--- src/design/tblp_ram.sv ---
// generic single write, single read ram with registered read data
module tblp_ram #(
    parameter int WIDTH = 8,
    parameter int DEPTH = 16
) (
    input  logic                                   clk,
    input  logic                                   we,
    input  logic [((DEPTH > 1) ? $clog2(DEPTH) : 1)-1:0] waddr,
    input  logic [WIDTH-1:0]                       wdata,
    input  logic [((DEPTH > 1) ? $clog2(DEPTH) : 1)-1:0] raddr,
    output logic [WIDTH-1:0]                       rdata
);
    logic [WIDTH-1:0] mem [DEPTH];

    always_ff @(posedge clk)
    begin
        if (we)
        begin
            mem[waddr] <= wdata;
        end
        rdata <= mem[raddr];
    end
endmodule

--- config.mk ---
export PLATFORM = sky130hd
export DESIGN_NAME = tblp_ram
export DESIGN_NICKNAME = d
export VERILOG_FILES = /design/src/design/tblp_ram.sv
export SDC_FILE = /design/constraint.sdc
export NUM_CORES = 1
export LEC_CHECK = 0
export BUFFER_PORTS_ARGS = -buffer_cell sky130_fd_sc_hd__buf_2
export CAP_MARGIN = 20
export CORE_UTILIZATION = 54
export DETAILED_ROUTE_END_ITERATION = 10
export PLACE_DENSITY_LB_ADDON = 0.3
export SLEW_MARGIN = 20
export SYNTH_ARGS = -nofsm -noshare
export SYNTH_HDL_FRONTEND = slang
export SYNTH_SLANG_ARGS = --single-unit
--- constraint.sdc ---
create_clock -name clk -period 1.45 [get_ports clk]
set_input_delay 0.0725 -clock clk [delete_from_list [all_inputs] [get_ports clk]]
set_output_delay 0.0725 -clock clk [all_outputs]
set_load 0.005 [all_outputs]
==> results.yml <==
sta:
  slew_violations: 0
  setup_tns_after_final_layout_ns: 0
  clock-skew-final_ns: 0.00555
  fmax_mhz: 738
  period_share_pct: 93.5
  setup_viol: 0
  post-route-min-period_ns: 1.36
  rsz0062_at_grt: "no"
  worst_pin_slew_ns: 0.710
  report.final.hold_viol_count: 0
  slew_headroom_pct: 52.5
clocking:
  clkLatencyLatePin_ns: 0.52
  cts_tree: "done"
  path_clk_slew_ns: 0.06
  cts.sink_count: 136
  htreeDepth: 4
  clock_root_buffer: "sky130_fd_sc_hd__clkbuf_8"
  cts-root-to-sink-buffers: 2
  tritoncts.num_buffers: 17
  cts_repair_resize_count: 0
floorplan:
  die_x_um: 99.6
  row_count: 35
  floorplan.io_pins: 26
  fp.coreArea_um2: 9240
  fp.dieH_um: 99.6
  initial_core_util_pct: 55.7
  dieArea_um2: 9930
yosys:
  synth_largest_type_area_fraction_pct: 74.7
  ys_top_cells_by_area: "sky130_fd_sc_hd__edfxtp_1 (75%), sky130_fd_sc_hd__mux4_2 (7.9%), sky130_fd_sc_hd__mux4_1 (7.1%)"
  ys_types: 19
  synth_sequential_area_ratio_pct: 77.8
  postSynthNetCount: 247
  synthesis.instances: 229
  syn-mean-instance-area_um2: 22.5
  number_of_warnings_printed_during_yosys_synthesis: 0
  synth.cell_area_um2: 5150
  ys_ff_latch: 136
  synth_area_leader_cell: "sky130_fd_sc_hd__edfxtp_1"
drt:
  top_layer: "met4"
  route.met3.wl_um: 540
  routedWlPerCell_um: 22.3
  via_per_inst: 5.72
  routedLengthMet1_um: 4080
  drtIter0Drc: 147
  num_vias: 2509
  drt.antenna.violating_nets: 0
  routed_wl_um: 9800
  number_of_detailed_routing_iterations_run_before_antenna_repair: 4
  route.met2.wl_um: 5010
  drc: 0
final_layout:
  commonest_cells_after_routing_fill_and_taps_aside: "sky130_fd_sc_hd__edfxtp_1 (128), sky130_fd_sc_hd__buf_2 (25), sky130_fd_sc_hd__buf_4 (23)"
  final_cells: 439
  post_route_design_area_um2: 6280
  drive_gt1_share_pct: 32.6
  n_antenna_cell: 0
  most_common_cell_after_layout_fill_and_taps_aside: "sky130_fd_sc_hd__edfxtp_1"
  final_net_count: 315
  area_growth_syn_to_layout_pct: 22.0
  fillCellCount: 579
global_route:
  first_global_vias: 2542
  grt_pass1_wl_um: 14800
  grt.total_usage_pct: 22.1
  grt.overflow.total: 0
  grt_antenna_before_repair: 0
  grt_start_max_net_pins: 24
place:
  place.gp.congestion: 0.727
  placed_cells: 399
  hpwlAfterDp_um: 6040
  postPlaceCellArea_um2: 5590
  portBuffers: 25
power_and_ir_drop:
  total_power_mw: 9.24
  power_density_nw_per_um2: 1470
  worst_ir_drop_vdd_mv: 0.800
  static-leakage-power_nw: 2.17
critical_path:
  r2r_depth: 3
  end_kind: "flip-flop"
  cp_data_required_time_ns: 1.84
  crit_path_start_kind: "flip-flop"
  critical_path_class: "reg -> reg"
  worst_ep_arrival_time_ns: 1.74
  crit_path_max_fanout: 1
job:
  timing.max_cap.violations: 0
outcome:
  outcome: "finished clean"
hold_path:
  timing.hold.worst_path_depth: 3
  class_of_the_worst_hold_path: "in -> reg"
cells by family (layout without fill, tap and decap cells):
family / after synthesis / in the layout / share of synthesized area, %
buf+inv: 10 / 91 / 1.68
compound gates: 16 / 16 / 2.33
flops: 136 / 136 / 77.8
simple gates: 35 / 35 / 3.18
mux: 32 / 32 / 15.0
flip-flops by register name, indices dropped and copies added (netlist names):
name and count:
mem 128, rdata 8
worst max-delay path: stages, from the launching register on:
cell and delay (ns):
sky130_fd_sc_hd__edfxtp_1 0.38, sky130_fd_sc_hd__mux4_1 0.53, sky130_fd_sc_hd__a22oi_1 0.21, sky130_fd_sc_hd__nand2_1 0.10
per-layer routing:
layer	track usage [%]	vias up
met1	29.0	1295
met5	0	-
met4	9.62	0
met3	5.90	16
li1	-	1114
met2	35.3	84
timing repair:
item / 4_1_cts / 5_1_grt
hold endpoints to repair: 128 / 0
setup endpoints to repair: 0 / 0
buffers inserted: 0 / 0
hold buffers: 8 / 0
layout make-up:
cell class	count	area (µm²)	area share, %
well taps	129	161	2.57
repair buffers	59	438	6.97
flip-flops and latches	136	4000	63.8
clock inverters	15	200	3.19
clock buffers	17	414	6.59
multi-input cells	83	1060	16.9
through the flow:
stage	hold WS, ns	setup slack (ns)	utilization, %
4_1_cts	0.0886	0.0293	68.0
2_1_floorplan	0.171	0.111	-
3_5_place_dp	0.453	-0.128	60.4
5_1_grt	0.114	0.0193	68.0
6_report	0.114	0.0950	68.0
3_3_place_gp	0.450	-0.110	60.4
final timing paths:
path	start	endpoint	slack, ns
min reg2reg	mem[15][5]	rdata[5]	0.67
max reg2reg	mem[1][3]	rdata[3]	0.09
min	waddr[0]	mem[0][5]	0.11
max	mem[1][3]	rdata[3]	0.09
synth_stat cells (all sizes together):
library cell / number
nor2: 13
buf: 7
nand3: 1
and2: 1
mux4: 32
edfxtp: 128
nand2: 9
nor2b: 1
or3b: 1
and2b: 1
clkdlybuf4s25: 3
nand2b: 2
nor3: 4
nand3b: 2
dfxtp: 8
a22oi: 16
power by group:
| part | leakage (nW) | switching (mW) | internal [mW] |
|---|---|---|---|
| Combinational | 0.653 | 0.228 | 0.206 |
| Sequential | 1.22 | 0.0309 | 4.40 |
| Clock | 0.294 | 1.58 | 2.79 |
Power figures use the tool's default switching activity.
