`src/design/tblp_pkg.sv`:
```
// shared types, constants and helpers of the tx buffer level predictor
package tblp_pkg;

    localparam int QUEUE_DEPTH = 16;
    localparam int PTR_W       = (QUEUE_DEPTH > 1) ? $clog2(QUEUE_DEPTH) : 1;
    localparam int CNT_W       = $clog2(QUEUE_DEPTH + 1);

    localparam int TIME_W  = 63;
    localparam int RATE_W  = 48;
    localparam int CNT32_W = 32;
    localparam int ACC_W   = 64;
    localparam int OP_W    = 3;
    localparam int STAT_W  = 2;

    localparam int IN_W  = 136;
    localparam int OUT_W = 72;

    localparam logic [TIME_W-1:0] T63_MAX = {TIME_W{1'b1}};

    typedef enum logic [OP_W-1:0] {
        OP_ADD       = 3'd0,
        OP_PUSH_STRT = 3'd1,
        OP_POP_STRT  = 3'd2,
        OP_PUSH_END  = 3'd3,
        OP_POP_END   = 3'd4,
        OP_QUERY     = 3'd5,
        OP_MEASURE   = 3'd6,
        OP_NONE      = 3'd7
    } op_t;

    typedef enum logic [STAT_W-1:0] {
        ST_OK    = 2'd0,
        ST_FULL  = 2'd1,
        ST_EMPTY = 2'd2
    } status_t;

    typedef enum logic [0:0] {
        REG_SAMPLE_RATE  = 1'b0,
        REG_TARGET_LEVEL = 1'b1
    } reg_idx_t;

    typedef enum logic [3:0] {
        S_IDLE,
        S_RET_RD,
        S_RET_CHK,
        S_END_RD,
        S_END_CHK,
        S_MUL,
        S_LVL1,
        S_LVL2,
        S_DIV,
        S_OUT
    } state_t;

    // pointer plus offset, modulo the queue depth (offset below depth)
    function automatic logic [PTR_W-1:0] ptr_add(input logic [PTR_W-1:0] ptr,
                                                 input logic [CNT_W-1:0] off);
        logic [PTR_W+CNT_W-1:0] sum;
        sum = {{CNT_W{1'b0}}, ptr} + {{PTR_W{1'b0}}, off};
        if (sum >= (PTR_W+CNT_W)'(QUEUE_DEPTH))
            sum = sum - (PTR_W+CNT_W)'(QUEUE_DEPTH);
        return sum[PTR_W-1:0];
    endfunction

endpackage

```
`src/design/tblp_mul.sv`:
```
// serial q32 multiplier: one 32x32 partial product per cycle, saturated result
module tblp_mul import tblp_pkg::*; (
    input  logic              clk,
    input  logic              rst_n,
    input  logic              start,
    input  logic [ACC_W-1:0]  a,
    input  logic [RATE_W-1:0] b,
    output logic              done,
    output logic [ACC_W-1:0]  result
);
    logic [2:0]   cnt_reg, cnt_next;
    logic         busy_reg, busy_next;
    logic         done_reg, done_next;
    logic [63:0]  prod_reg, prod_next;
    logic [6:0]   sh_reg, sh_next;
    logic [111:0] acc_reg, acc_next;
    logic [31:0]  a_sel, b_sel;

    always_comb
    begin
        a_sel = cnt_reg[0] ? a[63:32] : a[31:0];
        b_sel = cnt_reg[1] ? {16'd0, b[47:32]} : b[31:0];
        cnt_next  = cnt_reg;
        busy_next = busy_reg;
        done_next = 1'b0;
        prod_next = prod_reg;
        sh_next   = sh_reg;
        acc_next  = acc_reg;
        if (start)
        begin
            cnt_next  = 3'd0;
            busy_next = 1'b1;
            acc_next  = '0;
        end
        else if (busy_reg)
        begin
            if (cnt_reg != 3'd4)
            begin
                prod_next = a_sel * b_sel;
                sh_next   = 7'(32 * (32'(cnt_reg[0]) + 32'(cnt_reg[1])));
            end
            if (cnt_reg != 3'd0)
            begin
                acc_next = acc_reg + ({48'd0, prod_reg} << sh_reg);
            end
            if (cnt_reg == 3'd4)
            begin
                busy_next = 1'b0;
                done_next = 1'b1;
            end
            cnt_next = cnt_reg + 3'd1;
        end
    end

    always_ff @(posedge clk or negedge rst_n)
    begin
        if (!rst_n)
        begin
            cnt_reg  <= '0;
            busy_reg <= 1'b0;
            done_reg <= 1'b0;
        end
        else
        begin
            cnt_reg  <= cnt_next;
            busy_reg <= busy_next;
            done_reg <= done_next;
        end
    end

    always_ff @(posedge clk)
    begin
        prod_reg <= prod_next;
        sh_reg   <= sh_next;
        acc_reg  <= acc_next;
    end

    assign done   = done_reg;
    assign result = (acc_reg[111:96] != 16'd0) ? {ACC_W{1'b1}} : acc_reg[95:32];
endmodule

```
`config.mk`:
```
export PLATFORM = sky130hd
export DESIGN_NAME = tblp_mul
export DESIGN_NICKNAME = d
export VERILOG_FILES = /design/src/design/tblp_pkg.sv /design/src/design/tblp_mul.sv
export SDC_FILE = /design/constraint.sdc
export NUM_CORES = 2
export LEC_CHECK = 0
export BUFFER_PORTS_ARGS = -buffer_cell sky130_fd_sc_hd__buf_2
export CAP_MARGIN = 20
export CORE_MARGIN = 5
export CORE_UTILIZATION = 50
export DETAILED_ROUTE_END_ITERATION = 10
export GPL_ROUTABILITY_DRIVEN = 0
export PLACE_DENSITY = 0.69
export SLEW_MARGIN = 10
export SYNTH_ARGS = -nofsm -noshare
export SYNTH_HDL_FRONTEND = slang
export SYNTH_SLANG_ARGS = --single-unit
export TNS_END_PERCENT = 5
```
`constraint.sdc`:
```
create_clock -name clk -period 8.5 [get_ports clk]
set_input_delay 0.425 -clock clk [delete_from_list [all_inputs] [get_ports clk]]
set_output_delay 0.425 -clock clk [all_outputs]
set_load 0.02 [all_outputs]
```
==> results.cfg <==
[cts]
clock-root-buffer = clkbuf_16
tritoncts = yes
clock-sinks = 183
cts_htree_levels = 4
clkTransAtPathRegs_ns = 0.08
cts_buffer_depth = 2
insertion_delay_ns = 0.47
cts_buffers = 17

[route]
routed_wl_um = 169000
wire_per_inst_um = 24.0
drtAntennaViolNets = 0
via_per_inst = 5.94
first_iter_violations = 4299
dr.pass1.iters = 8
route.vias.total = 41900
drc = 0

[worst_setup_path]
cp_slowest_cell = fa_2
cp_common_cell = fa_1
cp.required_ns = 8.71
startpoint_type = register
slowest_delay_ns = 0.64
critPathKind = register to register
end_kind = register
worstPathArrival_ns = 8.66
crit_fanout = 9

[grt]
antenna_found_initial = 2
grt_pass1_wl_um = 252000
grt_start_max_net_pins = 72
grt_use_total_pct = 32.4
grt_pass1_vias = 42700
overflow = 0

[floorplanning]
core-area_mm2 = 0.0947
start_util_pct = 50.3
ios = 180
die_w_um = 319
die_h_um = 319
rows = 113
dieArea_mm2 = 0.102

[synthesis]
synth-seq-cells = 183
synth_area_mm2 = 0.0476
synth_area_leaders = fa_1 38%, ha_1 9.9%, inv_1 7.1%
synth_most_common_cell = inv_1
async_reset_ff_share_pct = 2.73
synth.avg_cell_area_um2 = 8.41
synth_top_area_cell = fa_1
ys.warnings.count = 0
postSynthCellCount = 5665
synth_common_cells = 904 x inv_1, 897 x fa_1, 759 x nor2_1, 719 x nand2_1, 376 x ha_1
ys_types = 80
synth_nets = 7053
synth_edf_count = 66
synth_top_cell_area_share_pct = 37.7
ys_seq_area_share_pct = 9.13
ys.flop_type = dfxtp_1

[cells_and_area]
layout.nets = 7160
syn_to_final_growth_pct = 10.2
fin_cells = 7051
drive_above_1_share_pct = 11.3
largest_reg_flops = 112

[placement]
port_buffers = 179
dp_cells = 6993
dp_hpwl_um = 139000

[sta]
slew_viol_final = 0
relSlewSlack_pct = 42.0
period_needed_ns = 8.45
hold_violations = 0
fin_crit_sh_pct = 99.4
worst_pin_slew_ns = 0.869
max_clock_freq_ghz = 0.118
fin_worst_skew_ns = 0.0171
setup_viol = 0
rsz0062_at_grt = yes

[status]
status = finished, final reports clean

[run]
drv_cap = 0

[worst_hold_path]
hp-class = primary input to async pin
## area by class of cell
type                    count  area [um2]
repair buffers            404        3310
well taps                1265        1580
clock inverters            14         138
fillers                  8620       42200
multi-input cells        4261       39300
clock buffers              18         429
flip-flops and latches    183        4360
inverters                 905        3400
diodes                      1        2.50
## final timing paths
kind | end | from | slack, ns | cells after the start
worst max-delay path | prod_reg[56] | cnt_reg[0] | 0.05 | 26
worst min-delay path | cnt_reg[1] | rst_n | 0.36 | 2
worst max register to register | prod_reg[56] | cnt_reg[0] | 0.05 | 26
worst min register to register | acc_reg[4] | acc_reg[4] | 0.46 | 2
max in group asynchronous | cnt_reg[0] | rst_n | 7.91 | 2
min in group clk | cnt_reg[2] | start | 0.36 | 2
## per-layer routing
metal | track usage [%] | wire [um]
met3 | 8.27 | 19500
met1 | 39.5 | 59600
met5 | 0 | 0
met2 | 50.5 | 73900
met4 | 22.7 | 16000
## cells in the final DEF (no fill, tap or decap), types with 16 or more instances in the layout
master / netlist / final
nor2_1: 759 / 758
or3_1: 16 / 16
mux2_2: 46 / 26
mux2i_4: 0 / 19
nand3_1: 34 / 33
nand2b_1: 23 / 23
a21oi_1: 284 / 278
o21bai_1: 34 / 34
buf_2: 4 / 179
and3_1: 18 / 18
ha_1: 376 / 373
mux2i_2: 0 / 24
a31oi_1: 24 / 23
o21a_1: 34 / 34
clkbuf_16: 0 / 25
or2_2: 73 / 73
nand2_1: 719 / 716
a21boi_0: 17 / 17
xor2_1: 60 / 60
dfxtp_1: 112 / 112
xnor2_1: 96 / 96
o21ai_0: 155 / 152
edfxtp_1: 66 / 66
buf_12: 0 / 42
nor3_1: 36 / 36
a22o_1: 34 / 34
inv_1: 904 / 904
nand4_1: 71 / 71
fa_1: 897 / 892
buf_4: 0 / 164
nor2b_1: 49 / 44
and2_1: 45 / 45
mux2i_1: 82 / 39
mux2_4: 0 / 20
a21o_1: 128 / 128
## worst max-delay path, delay by kind of cell (launching register included)
| family | cells | cell delay [ns] |
|---|---|---|
| adders and majority gates | 9 | 4.46 |
| and+or+nand+nor | 2 | 0.24 |
| AOI/OAI and AO/OA | 9 | 1.79 |
| buffers and inverters | 4 | 0.67 |
| DFF | 1 | 0.50 |
| muxes | 1 | 0.40 |
| xor gates and xnor gates | 1 | 0.09 |
## metrics by stage
stage	worst slack, ns	util (%)	area (um2)	TNS, ns	hold WS (ns)
floorplan	0.0606	-	47600	0	0.129
global placement	0.114	54.0	51100	0	0.308
detailed placement	-0.0366	54.0	51100	-0.0510	0.308
CTS	0.00317	54.6	51700	0	0.331
global route	-0.159	55.4	52500	-0.521	0.351
finish	0.0502	55.4	52500	0	0.358
## logic make-up (layout without fill, tap and decap cells)
logic type | Yosys count | count (layout) | share of synthesized area [%]
other cells | 0 | 1 | 0
xor+xnor | 156 | 156 | 2.87
simple gates | 1871 | 1871 | 16.7
mux | 128 | 128 | 2.81
fa+ha+maj | 1273 | 1273 | 47.6
flops | 183 | 183 | 9.13
buf+inv | 1221 | 1341 | 9.64
compound gates | 833 | 833 | 11.3
## repair_timing
item / CTS / global route
hold endpoints to repair: 5 / 0
setup endpoints to repair: 3 / 18
gates cloned: 0 / 9
hold buffers: 1 / 0
gates resized for setup: 6 / 78
setup buffers: 1 / 14
pin swaps: 1 / 7
Power is not shown: default switching activity piles up to over one toggle a cycle in this logic, so the estimate is an artifact.
