==> src/design/tblp_pkg.sv <==
// shared types, constants and helpers of the tx buffer level predictor
package tblp_pkg;

    localparam int QUEUE_DEPTH = 16;
    localparam int PTR_W       = (QUEUE_DEPTH > 1) ? $clog2(QUEUE_DEPTH) : 1;
    localparam int CNT_W       = $clog2(QUEUE_DEPTH + 1);

    localparam int TIME_W  = 63;
    localparam int RATE_W  = 48;
    localparam int CNT32_W = 32;
    localparam int ACC_W   = 64;
    localparam int OP_W    = 3;
    localparam int STAT_W  = 2;

    localparam int IN_W  = 136;
    localparam int OUT_W = 72;

    localparam logic [TIME_W-1:0] T63_MAX = {TIME_W{1'b1}};

    typedef enum logic [OP_W-1:0] {
        OP_ADD       = 3'd0,
        OP_PUSH_STRT = 3'd1,
        OP_POP_STRT  = 3'd2,
        OP_PUSH_END  = 3'd3,
        OP_POP_END   = 3'd4,
        OP_QUERY     = 3'd5,
        OP_MEASURE   = 3'd6,
        OP_NONE      = 3'd7
    } op_t;

    typedef enum logic [STAT_W-1:0] {
        ST_OK    = 2'd0,
        ST_FULL  = 2'd1,
        ST_EMPTY = 2'd2
    } status_t;

    typedef enum logic [0:0] {
        REG_SAMPLE_RATE  = 1'b0,
        REG_TARGET_LEVEL = 1'b1
    } reg_idx_t;

    typedef enum logic [3:0] {
        S_IDLE,
        S_RET_RD,
        S_RET_CHK,
        S_END_RD,
        S_END_CHK,
        S_MUL,
        S_LVL1,
        S_LVL2,
        S_DIV,
        S_OUT
    } state_t;

    // pointer plus offset, modulo the queue depth (offset below depth)
    function automatic logic [PTR_W-1:0] ptr_add(input logic [PTR_W-1:0] ptr,
                                                 input logic [CNT_W-1:0] off);
        logic [PTR_W+CNT_W-1:0] sum;
        sum = {{CNT_W{1'b0}}, ptr} + {{PTR_W{1'b0}}, off};
        if (sum >= (PTR_W+CNT_W)'(QUEUE_DEPTH))
            sum = sum - (PTR_W+CNT_W)'(QUEUE_DEPTH);
        return sum[PTR_W-1:0];
    endfunction

endpackage

==> src/design/tblp_div100.sv <==
// divide by one hundred, one 16-bit quotient digit per cycle by reciprocal multiply
module tblp_div100 import tblp_pkg::*; (
    input  logic              clk,
    input  logic              rst_n,
    input  logic              start,
    input  logic [TIME_W-1:0] dividend,
    output logic              done,
    output logic [TIME_W-1:0] quotient
);
    // 2^30 / 100 rounded up, exact for digit steps below 100 * 2^16
    localparam logic [23:0] RECIP   = 24'd10737419;
    localparam logic [22:0] HUNDRED = 23'd100;

    logic [1:0]  cnt_reg, cnt_next;
    logic        busy_reg, busy_next;
    logic        done_reg, done_next;
    logic [6:0]  rem_reg, rem_next;
    logic [63:0] x_reg, x_next;
    logic [22:0] step;
    logic [46:0] prod;
    logic [15:0] digit;
    logic [22:0] back;

    always_comb
    begin
        // remainder and next dividend digit, quotient digits shift in from the bottom
        step      = {rem_reg, x_reg[63:48]};
        prod      = {24'd0, step} * {23'd0, RECIP};
        digit     = prod[45:30];
        back      = step - {7'd0, digit} * HUNDRED;
        cnt_next  = cnt_reg;
        busy_next = busy_reg;
        done_next = 1'b0;
        rem_next  = rem_reg;
        x_next    = x_reg;
        if (start)
        begin
            cnt_next  = '0;
            busy_next = 1'b1;
            rem_next  = '0;
            x_next    = {1'b0, dividend};
        end
        else if (busy_reg)
        begin
            rem_next = back[6:0];
            x_next   = {x_reg[47:0], digit};
            cnt_next = cnt_reg + 2'd1;
            if (cnt_reg == 2'd3)
            begin
                busy_next = 1'b0;
                done_next = 1'b1;
            end
        end
    end

    always_ff @(posedge clk or negedge rst_n)
    begin
        if (!rst_n)
        begin
            cnt_reg  <= '0;
            busy_reg <= 1'b0;
            done_reg <= 1'b0;
        end
        else
        begin
            cnt_reg  <= cnt_next;
            busy_reg <= busy_next;
            done_reg <= done_next;
        end
    end

    always_ff @(posedge clk)
    begin
        rem_reg <= rem_next;
        x_reg   <= x_next;
    end

    assign done     = done_reg;
    assign quotient = x_reg[TIME_W-1:0];
endmodule

==> config.mk <==
export PLATFORM = sky130hd
export DESIGN_NAME = tblp_div100
export DESIGN_NICKNAME = d
export VERILOG_FILES = /design/src/design/tblp_pkg.sv /design/src/design/tblp_div100.sv
export SDC_FILE = /design/constraint.sdc
export NUM_CORES = 1
export LEC_CHECK = 0
export ABC_AREA = 0
export BUFFER_PORTS_ARGS = -buffer_cell sky130_fd_sc_hd__buf_2
export CORE_MARGIN = 2
export CORE_UTILIZATION = 67
export CTS_CLUSTER_SIZE = 8
export DETAILED_ROUTE_END_ITERATION = 16
export PLACE_DENSITY_LB_ADDON = 0.05
export SYNTH_ARGS = -nofsm -noshare
export SYNTH_HDL_FRONTEND = slang
export SYNTH_SLANG_ARGS = --single-unit
==> constraint.sdc <==
create_clock -name clk -period 20.5 [get_ports clk]
set_clock_uncertainty 0.1 [all_clocks]
set_input_delay 4.1 -clock clk [delete_from_list [all_inputs] [get_ports clk]]
set_output_delay 4.1 -clock clk [all_outputs]
set_load 0.02 [all_outputs]
==> results.tsv <==
stage	metric	value	unit
sta	Hold Fails Final Rpt	0	
detailed_routing	first drt pass iteration count	4	
setup_path	setup slack, reg-to-reg	12470	ps
setup_path	crit path kind	reg -> reg	
cts	CTS Buf Count	9	
setup_path	R2R Path End	rem_reg[6]	
cells_and_area	Layout Nets	1748	
cts	Clock Path Buffers	2	
cells_and_area	max reg flops	64	
grt	Total GRT Usage	32.6	%
cts	post-CTS setup buffers	0	
detailed_routing	DR WL/cell	21.1	um
yosys	Syn Area/Cell	10.9	um2
setup_path	worst reg2reg startpoint	x_reg[51]	
setup_path	CP top delay family	adder cells	
die	Initial Utilization	68.7	%
placed_design	Final GP Congestion	1.02	
grt	global-route wire length before repair	48400	um
yosys	area leader, netlist	fa_1	
yosys	Yosys top cell area share	29.8	%
yosys	synth warn	0	
sta	# setup viols final	0	
setup_path	Worst Path Arrival	8180	ps
cells_and_area	Layout Utilization	72.6	%
die	die height	143	um
yosys	Cell variety after synth	66	
setup_path	startpoint types	flop	
yosys	sequential element share of the synthesized area	16.7	%
cts	CTS resizes	0	
setup_path	Buf/Inv on CP	4	
sta	Slew Viols, Final	0	
cts	Clock transition at path regs	60	ps
cells_and_area	Layout Cells excl Fill	1484	
hold_path	Hold Crit Depth	2	
setup_path	critical path's most frequent cell	fa_1	
sta	fin crit share	39.2	%
placed_design	number of instances in the placed design	1469	
cells_and_area	diode count	0	
cts	Root Buffer	clkbuf_16	
yosys	ys flop type	edfxtp_1	
detailed_routing	# DRC	0	
grt	total gr overflow	0	
setup_path	crit-path max FO	11	
run_status	status	finished, final reports clean	
detailed_routing	via count	8403	
detailed_routing	DRT iter0 DRCs	621	
sta	minimum clock period	8030	ps
cells_and_area	Syn-to-layout area delta	5.79	%
cts	TritonCTS clock tree	built	
placed_design	Port Buffers	129	
setup_path	Critical Path Max Stage Delay	760	ps
sta	setup TNS	0	ps
sta	Worst-Margin Slew	917	ps
yosys	EDFF count, synth	63	
setup_path	crit path from	x_reg[51]	
setup_path	Data required, critical path	20650	ps
flow_run	max cap viols	0	
setup_path	Worst Reg-to-Reg Cells	26	
die	# IOs	130	
yosys	Post-Synthesis Cell Area	12900	um2
cts	CTS H-tree depth	3	
cells_and_area	register area	2150	um2
detailed_routing	number of routed nets with antenna violations	0	
grt	initial antenna violation count	0	
placed_design	dpl hpwl	27400	um
cts	hold buffers post-CTS	0	
setup_path	Crit. End Element	flop	
die	core area	18800	um2
yosys	post-synthesis async set-or-reset flop share	5.33	%
die	die area	20400	um2
yosys	cell with the most instances after synthesis	inv_1	
sta	relative slew slack	38.8	%
sta	fmax	0.125	GHz
cells_and_area	share of cells above drive strength 1	16.5	%
hold_path	HP Class	reg -> reg	
die	num rows	50	
setup_path	Crit path depth	26	
yosys	flop and latch count out of synthesis	75	
grt	vias in the first global route	8712	
die	DIE WIDTH	143	um
setup_path	CP endpoint	rem_reg[6]	
cts	latest clock arrival within the worst-skew pair	330	ps
setup_path	Max stage delay cell, worst path	edfxtp_1	
detailed_routing	Via density	5.66	
cells_and_area	Fillers	1405	
grt	largest net degree at the start of global routing	86	
yosys	syn_nets	1681	
yosys	Area contributors post-synth	fa_1 (30%), ha_1 (24%), edfxtp_1 (15%)	
yosys	Post-synth top cells	inv_1 (288), ha_1 (244), fa_1 (192)	
sta	RSZ-0062 raised after global routing	false	
yosys	Syn Inst Count	1179	
cells_and_area	Multi-input gate area	9130	um2
cts	Clock Sinks	75	
sta	worst hold margin	431	ps
detailed_routing	Routed WL	31400	um
-- worst min-delay path by stage --
| stage | startpoint | to | slack (ps) |
|---|---|---|---|
| 2_1_floorplan | x_reg[47] | x_reg[63] | 380 |
| 3_3_place_gp | cnt_reg[1] | cnt_reg[1] | 410 |
| 3_5_place_dp | cnt_reg[1] | cnt_reg[1] | 420 |
| 4_1_cts | cnt_reg[1] | cnt_reg[1] | 440 |
| 5_1_grt | cnt_reg[1] | cnt_reg[1] | 460 |
| 6_report | cnt_reg[1] | cnt_reg[1] | 430 |
-- layout make-up --
| type | count | share of cell area [%] |
|---|---|---|
| multi-input combinational | 740 | 67.0 |
| sequential | 75 | 15.8 |
| inverter | 289 | 7.96 |
| timing repair buffer | 131 | 4.85 |
| tap | 234 | 2.15 |
| clock buffer | 9 | 1.65 |
| clock inverter | 6 | 0.661 |
-- placed cells by master, fill, tap and decap left out, types with 3 or more instances in the layout --
| master | n |
|---|---|
| nor2b_1 | 4 |
| dfrtp_1 | 4 |
| a21o_1 | 24 |
| o21a_1 | 5 |
| buf_2 | 129 |
| a211oi_1 | 5 |
| mux2i_1 | 8 |
| nand3_1 | 10 |
| a31oi_1 | 5 |
| dfxtp_1 | 8 |
| xor2_1 | 9 |
| inv_1 | 288 |
| nand3b_1 | 3 |
| mux2_2 | 50 |
| o21bai_1 | 6 |
| nand2_1 | 28 |
| xnor2_1 | 17 |
| a21oi_1 | 24 |
| nor3_1 | 5 |
| and3_1 | 3 |
| o21ai_0 | 20 |
| a211o_1 | 3 |
| nor2_1 | 30 |
| edfxtp_1 | 63 |
| ha_1 | 244 |
| clkbuf_16 | 9 |
| fa_1 | 192 |
-- metal layers --
layer	vias to the layer above	GRT usage [%]	routed length (um)	part of all wire, %
met5	-	0	0	0
met4	0	7.35	669	2.1
met3	35	6.87	2180	6.9
met2	264	51.7	14800	47
met1	4199	46.5	13800	44
li1	3905	-	-	-
-- worst register-to-register path, delay by kind of cell, from the launching register on --
kind | cells | cell delay, ps
XOR/XNOR | 6 | 1250
buffers and inverters | 4 | 210
flip-flops | 1 | 760
AO/OA/AOI/OAI | 4 | 970
adder cells (fa/ha/maj) | 9 | 4190
AND/OR/NAND/NOR | 3 | 470
-- cells by family (layout without fill, tap and decap cells) --
kind of cell,count (synthesis),count (layout),share of synthesized area (%)
XOR/XNOR,27,27,1.94
AND/OR/NAND/NOR,101,101,3.82
flip-flops,75,75,16.7
adder cells (fa/ha/maj),436,436,53.5
buffers and inverters,364,435,12.5
multiplexers,58,58,4.99
AO/OA/AOI/OAI,118,118,6.55
-- through the flow --
step | cell area, um2 | setup slack, ps
3_5_place_dp | 13300 | 12520
2_1_floorplan | 12900 | 13550
5_1_grt | 13600 | 12080
4_1_cts | 13600 | 12500
6_report | 13600 | 12470
3_3_place_gp | 13300 | 12550
Power is left out: the tool's default activity adds up to more than one toggle a clock period on the data nets, which glitch-free logic cannot reach.
